## src/hw/rtl/mvb_pkg.sv

```systemverilog
package mvb_pkg;

    localparam int MAX_ROWS_DEF  = 64;
    localparam int MAX_COLS_DEF  = 64;
    localparam int DATA_BITS_DEF = 16;

    localparam int FRAC_SHIFT = 8;
    localparam int ACC_W      = 64;
    localparam int ROW_W      = 6;
    localparam int COL_IN_W   = 6;
    localparam int CNT_W      = 7;

    typedef enum logic [1:0] {
        ACT_WEIGHT  = 2'd0,
        ACT_BIAS    = 2'd1,
        ACT_INPUT   = 2'd2,
        ACT_COMPUTE = 2'd3
    } mvb_action_t;

    typedef enum logic [1:0] {
        REG_ROWS    = 2'd0,
        REG_COLS    = 2'd1,
        REG_BIAS_EN = 2'd2
    } mvb_reg_t;

    // One multiply-accumulate step issued by the controller.
    typedef struct packed {
        logic             issue;
        logic             first;
        logic             row_end;
        logic             run_end;
        logic [ROW_W-1:0] row;
    } mvb_cmd_t;

endpackage

```

## src/hw/rtl/mvb_ctrl.sv

```systemverilog
module mvb_ctrl #(
    parameter int MAX_ROWS = 64,
    parameter int MAX_COLS = 64,
    localparam int WA_W   = (MAX_ROWS * MAX_COLS > 1) ? $clog2(MAX_ROWS * MAX_COLS) : 1,
    localparam int COL_W  = (MAX_COLS > 1) ? $clog2(MAX_COLS) : 1,
    localparam int ROW_AW = (MAX_ROWS > 1) ? $clog2(MAX_ROWS) : 1
) (
    input  logic                    clk,
    input  logic                    rst_n,
    input  logic                    accept,
    input  logic [1:0]              action,
    input  logic [mvb_pkg::CNT_W-1:0] rows_in_use,
    input  logic [mvb_pkg::CNT_W-1:0] cols_in_use,
    input  logic                    run_done,
    output logic                    busy,
    output mvb_pkg::mvb_cmd_t       cmd,
    output logic [WA_W-1:0]         w_addr,
    output logic [COL_W-1:0]        x_addr,
    output logic [ROW_AW-1:0]       b_addr
);
    import mvb_pkg::*;

    localparam int CW = (COL_W + 1 > CNT_W) ? COL_W + 1 : CNT_W;

    typedef enum logic [1:0] {
        S_IDLE,
        S_RUN,
        S_DRAIN
    } state_t;

    state_t               state_reg;
    logic [ROW_W-1:0]     row_reg;
    logic [COL_W-1:0]     col_reg;
    logic [WA_W-1:0]      base_reg;
    logic [ROW_W-1:0]     nr_m1_reg;
    logic [COL_W-1:0]     nc_m1_reg;
    logic [ROW_W-1:0]     nr_m1_next;
    logic [COL_W-1:0]     nc_m1_next;
    logic [CNT_W-1:0]     nr;
    logic [CW-1:0]        nc;
    logic [CW-1:0]        cols_ext;
    logic                 col_wrap;
    logic                 row_wrap;

    // Zero counts act as one, counts above the array size act as the size.
    always_comb
    begin
        cols_ext = CW'(cols_in_use);
        priority if (rows_in_use == '0)
            nr = CNT_W'(1);
        else if (rows_in_use > CNT_W'(MAX_ROWS))
            nr = CNT_W'(MAX_ROWS);
        else
            nr = rows_in_use;
        priority if (cols_ext == '0)
            nc = CW'(1);
        else if (cols_ext > CW'(MAX_COLS))
            nc = CW'(MAX_COLS);
        else
            nc = cols_ext;
        nr_m1_next = ROW_W'(nr - CNT_W'(1));
        nc_m1_next = COL_W'(nc - CW'(1));
    end

    assign col_wrap = (col_reg == nc_m1_reg);
    assign row_wrap = (row_reg == nr_m1_reg);

    always_ff @(posedge clk or negedge rst_n)
    begin
        if (!rst_n)
        begin
            state_reg <= S_IDLE;
            row_reg   <= '0;
            col_reg   <= '0;
            base_reg  <= '0;
            nr_m1_reg <= '0;
            nc_m1_reg <= '0;
        end
        else
        begin
            unique case (state_reg)
                S_IDLE:
                begin
                    if (accept && action == ACT_COMPUTE)
                    begin
                        state_reg <= S_RUN;
                        row_reg   <= '0;
                        col_reg   <= '0;
                        base_reg  <= '0;
                        nr_m1_reg <= nr_m1_next;
                        nc_m1_reg <= nc_m1_next;
                    end
                end
                S_RUN:
                begin
                    if (col_wrap)
                    begin
                        col_reg  <= '0;
                        row_reg  <= row_reg + ROW_W'(1);
                        base_reg <= base_reg + WA_W'(MAX_COLS);
                        if (row_wrap)
                            state_reg <= S_DRAIN;
                    end
                    else
                    begin
                        col_reg <= col_reg + COL_W'(1);
                    end
                end
                S_DRAIN:
                begin
                    if (run_done)
                        state_reg <= S_IDLE;
                end
                default:
                begin
                    state_reg <= S_IDLE;
                end
            endcase
        end
    end

    assign busy        = (state_reg != S_IDLE);
    assign cmd.issue   = (state_reg == S_RUN);
    assign cmd.first   = (col_reg == '0);
    assign cmd.row_end = col_wrap;
    assign cmd.run_end = col_wrap && row_wrap;
    assign cmd.row     = row_reg;
    assign w_addr      = base_reg + WA_W'(col_reg);
    assign x_addr      = col_reg;
    assign b_addr      = ROW_AW'(row_reg);

endmodule

```

## config.mk

```make
export PLATFORM = sky130hd
export DESIGN_NAME = mvb_ctrl
export DESIGN_NICKNAME = d
export VERILOG_FILES = /design/src/hw/rtl/mvb_pkg.sv /design/src/hw/rtl/mvb_ctrl.sv
export SDC_FILE = /design/constraint.sdc
export NUM_CORES = 1
export LEC_CHECK = 0
export BUFFER_PORTS_ARGS = -buffer_cell sky130_fd_sc_hd__buf_2
export CAP_MARGIN = 10
export CORE_UTILIZATION = 40
export CTS_CLUSTER_DIAMETER = 100
export CTS_CLUSTER_SIZE = 20
export DETAILED_ROUTE_END_ITERATION = 10
export PLACE_DENSITY_LB_ADDON = 0.25
export SETUP_SLACK_MARGIN = 0.3
export SYNTH_ARGS = -nofsm -noshare
export SYNTH_HDL_FRONTEND = slang
export SYNTH_SLANG_ARGS = --single-unit
```

## constraint.sdc

```tcl
create_clock -name clk -period 3.5 [get_ports clk]
set_input_delay 0.7 -clock clk [delete_from_list [all_inputs] [get_ports clk]]
set_output_delay 0.7 -clock clk [all_outputs]
set_load 0.005 [all_outputs]
```

# --- Yosys cells after proc, flatten, opt, wreduce, memory -nomap -nowiden ---
# Cells that the tools add are included.
totals:
  reg_bits: 38
classes:
  add_sub_neg: 6
  order_cmp: 2
  n_eq_ne: 9
  mux: 17
  n_reduce_logical: 12
ops:
  columns: ["operator", "count"]
  rows:
  - ["$mux W6", 7]
  - ["$mux W12", 2]
  - ["$pmux W12 S2", 1]
  - ["$pmux W6 S2", 2]
  - ["$gt A7 B7 Y1 const B", 2]
  - ["$logic_not A7 Y1", 2]
  - ["$add A12 B6 Y12", 1]
  - ["$add A12 B7 Y12 const B", 1]
  - ["$add A6 B1 Y6 const B", 2]
  - ["$eq A6 B6 Y1", 2]
  - ["$sub A6 B1 Y6 const B", 2]
  - ["$mux W2", 4]
  - ["$logic_not A6 Y1", 1]
  - ["$pmux W2 S3", 1]
  - ["$eq A2 B2 Y1 const B", 2]
  - ["$ne A2 B1 Y1 const B", 2]
  - ["$ne A2 B2 Y1 const B", 2]
  - ["$reduce_and A2 Y1", 2]
  - ["$reduce_and A4 Y1", 1]
  - ["$reduce_bool A2 Y1", 2]
  - ["$reduce_and A3 Y1", 1]
  - ["$eq A2 B1 Y1 const B", 1]
  - ["$logic_and A1 B1 Y1", 2]
  - ["$logic_not A2 Y1", 1]

# --- Longest topological paths before layout ---
depth:
  depth_word: 4
  depth_mapped: 7
  depth_no_buf: 7

# --- Least setup slack after synthesis ---
# Ideal clock, no wire load.
synth_timing:
  path_type: "in2reg"
  startpoint: "input rows_in_use[1] (netlist name)"
  endpoint: "register nr_m1_reg[4]"
  setup_ns: 0.135
  t_arrival_ns: 1.974
  required_time_ns: 3.365
  slack_ns: 1.391
  path_stages: 7
  n_path_buf: 0
  path_cell_list: "or4_1 -> nor2_1 -> o21ai_0 -> ha_1 -> o21a_1 -> o221ai_1 -> o21ai_0"
synth_via:
  elab_chain_len: 4
  elab_cells_between_ends: 5
  classes_between: "add/sub: 1; order compare: 1; mux: 2; reduce/logical: 1"
synth_lines:
  columns: ["item", "line", "source"]
  rows:
  - ["from (decl)", "mvb_ctrl.sv:12", "input logic [mvb_pkg::CNT_W-1:0] rows_in_use,"]
  - ["$gt A7 B7 Y1", "mvb_ctrl.sv:51", "else if (rows_in_use > CNT_W'(MAX_ROWS))"]
  - ["$mux W6", "mvb_ctrl.sv:51", null]
  - ["$mux W6 (*)", "mvb_ctrl.sv:49", "priority if (rows_in_use == '0)"]
  - ["$sub A6 B1 Y6 (*)", "mvb_ctrl.sv:61", "nr_m1_next = ROW_W'(nr - CNT_W'(1));"]
  - ["to (signal assigned)", "mvb_ctrl.sv:90", "nr_m1_reg <= nr_m1_next;"]
  - ["to (decl)", "mvb_ctrl.sv:35", "logic [ROW_W-1:0] nr_m1_reg;"]
# Every way passes the cells marked *; elsewhere a longest branch is shown, timed or not.
# A chain may end at the register's enable or synchronous reset.

==> results.sh <==
export IMPL_cp_top_family="flip-flops"
export IMPL_route_detailed_drc=0
export IMPL_leakage_nw=1.118
export IMPL_die_y_microns=75.33
export IMPL_ys_ff_latch=32
export IMPL_start_util_pct=41.85
export IMPL_io_buffers=54
export IMPL_chipWidth_microns=75.33
export IMPL_tritoncts="yes"
export IMPL_ant_nets=0
export IMPL_cp_required_ns=2.80
export IMPL_grt_pass1_vias=1630
export IMPL_path_max_fanout=21
export IMPL_ys_types=45
export IMPL_max_cap_violations=0
export IMPL_overflow=0
export IMPL_synth_edff_count=0
export IMPL_cp_slowest_stage_delay_ns=0.56
export IMPL_antenna_found_initial=0
export IMPL_drtPass1Iterations=4
export IMPL_grtUsageMet1_pct=25.52
export IMPL_finalSetupTns_ns=0
export IMPL_drive_gt1_share_pct=25.98
export IMPL_gp_congestion=0.7062
export IMPL_rr_worst_depth=5
export IMPL_fmax_mhz=385.1
export IMPL_clk_pin_slew_ns=0.07
export IMPL_rsz0062_at_grt="no"
export IMPL_final_cell_mix="54 x buf_2, 32 x dfrtp_1, 30 x nand2_1, 18 x nor2_1, 12 x a21oi_1"
export IMPL_final_common_cell="buf_2"
export IMPL_fin_hold_ws_ns=0.4638
export IMPL_postLayoutCoreUtil_pct=47.93
export IMPL_finalSetupViolCount=0
export IMPL_yosysSeqAreaShare_pct=37.23
export IMPL_first_iter_violations=90
export IMPL_ir_worst_vdd_mv=0.3669
export IMPL_clk_latency_ns=0.29
export IMPL_async_flop_share_pct=100.0
export IMPL_busiest_layer="met2"
export IMPL_wirelength_microns=4721
export IMPL_use_met2_pct=27.68
export IMPL_grt_use_met3_pct=5.291
export IMPL_final_fill_count=548
export IMPL_relSlewSlack_pct=44.76
export IMPL_endpoint="cmd[6]"
export IMPL_cts_path_max_buffers=2
export IMPL_row_count=26
export IMPL_placed_area_sq_um=2371
export IMPL_crit_slowest_cell="dfrtp_1"
export IMPL_grt_pass1_wl_microns=7707
export IMPL_clock_sinks=32
export IMPL_ys_warnings_count=0
export IMPL_avgSynthCellArea_sq_um=8.925
export IMPL_hp_class="input pin to asynchronous set/reset pin"
export IMPL_status="completed"
export IMPL_finalCritPeriodShare_pct=74.18
export IMPL_dp_hpwl_microns=3482
export IMPL_worst_r2r_setup_slack_ns=1.47
export IMPL_cts_resized_gates=0
export IMPL_pin_count=55
export IMPL_synth_nets=268
export IMPL_start_kind="flop"
export IMPL_fin_skew_ns=0.01005
export IMPL_diodes=0
export IMPL_fin_area_sq_um=2464
export IMPL_synthCells=241
export IMPL_syn_area_sq_um=2151
export IMPL_post_cts_buffers=0
export IMPL_cts_buffers=5
export IMPL_grtUsageTotal_pct=18.34
export IMPL_htree_num_levels=2
export IMPL_die_area_sq_um=5675
export IMPL_timing_rr_end="base_reg[10]"
export IMPL_post_drt_wl_per_cell_microns=13.45
export IMPL_synth_main_ff_cell="dfrtp_1"
export IMPL_grt_max_degree=33
export IMPL_cp_num_buf_inv=2
export IMPL_root_buffer="clkbuf_8"
export IMPL_tightest_slew_ns=0.8286
export IMPL_crit_cells=6
export IMPL_rr_startpoint="state_reg[1]"
export IMPL_vias_per_cell=5.242
export IMPL_path_cells="xnor2_2, nand4_2, buf_4, nor2_1, and2_1, buf_2"
export IMPL_power_density_nw_per_um2=714.6
export IMPL_layout_min_cycle_time_ns=2.596
export IMPL_core_area_sq_um=5140
export IMPL_crit_type="flop to primary output"
export IMPL_worst_setup_path_end_kind="primary output"
export IMPL_finalNetCount=307
export IMPL_cp_startpoint="x_addr[3]"
export IMPL_postCtsHoldBufs=0
export IMPL_hold_viol=0
export IMPL_cp_arrival_ns=1.90
export IMPL_slew_viol_final=0
export IMPL_syn_to_final_growth_pct=14.54
export IMPL_vias=1840
-- cell type report --
class,count,area (sq um),area share [%]
Multi-Input combinational cell,177,1167,47.38
Timing Repair Buffer,56,285.3,11.58
Inverter,8,30.03,1.219
Tap cell,70,87.58,3.555
Clock inverter,2,10.01,0.4063
Sequential cell,32,800.8,32.50
Clock buffer,6,82.58,3.352
-- kinds of logic after synthesis --
family	Yosys count	synth area share, %
AOI/OAI and AO/OA	47	14.08
xor gates and xnor gates	19	9.657
adders and majority gates	7	4.072
buffers and inverters	32	8.494
DFF	32	37.23
muxes	5	2.385
other	1	0.1744
and+or+nand+nor	98	23.91
-- metrics by stage --
step	total power [mW]	cells	setup WS (ns)
5_1_grt	1.929	351	0.7703
6_report	1.761	351	0.9035
3_3_place_gp	1.457	343	1.200
4_1_cts	1.778	351	0.8921
3_5_place_dp	1.475	343	1.175
2_1_floorplan	1.286	241	1.391
-- cells in the mapped netlist, drive strengths merged (2+ instances only) --
master / number / area share (%)
nand2: 30 / 5.2
nand4: 9 / 2.9
nand3: 7 / 2.2
a21oi: 12 / 2.8
nor4: 2 / 0.58
xor2: 4 / 1.6
xnor2: 15 / 8.0
ha: 7 / 4.1
mux2i: 4 / 1.9
or4: 8 / 2.8
o21a: 7 / 2.4
and3: 2 / 0.58
nor2: 19 / 3.4
nand2b: 2 / 0.58
nor3: 7 / 1.6
and4b: 2 / 0.93
a31oi: 2 / 0.58
dfrtp: 32 / 37
and2: 2 / 0.58
o22a: 2 / 0.81
o31ai: 5 / 1.7
or3: 3 / 0.87
o21ai: 10 / 2.3
inv: 8 / 1.4
nor2b: 3 / 0.87
buf: 14 / 5.4
clkbuf: 10 / 1.7
o211ai: 3 / 1.0
-- routing by layer --
layer | part of all wire [%] | vias to the layer above | wire, microns
met1 | 49 | 864 | 2307
li1 | - | 916 | -
met3 | 5.5 | 3 | 262
met4 | 0.49 | 0 | 23
met5 | 0 | - | 0
met2 | 45 | 57 | 2127
-- how the worst min path moves through the flow --
stage / start / to / cells past startpoint
3_5_place_dp: nr_m1_reg[4] / nr_m1_reg[4] / 2
3_3_place_gp: nc_m1_reg[0] / nc_m1_reg[0] / 2
4_1_cts: rst_n / base_reg[9] / 1
5_1_grt: rst_n / base_reg[8] / 1
6_report: rst_n / base_reg[8] / 1
2_1_floorplan: rst_n / b_addr[0] / 0
-- where the power goes --
group	total [mW]	switching [mW]	internal (mW)
clock network	0.299	0.142	0.157
registers	0.726	0.218	0.508
logic	0.736	0.362	0.374
Note: power is estimated with default switching activity, not from simulation.
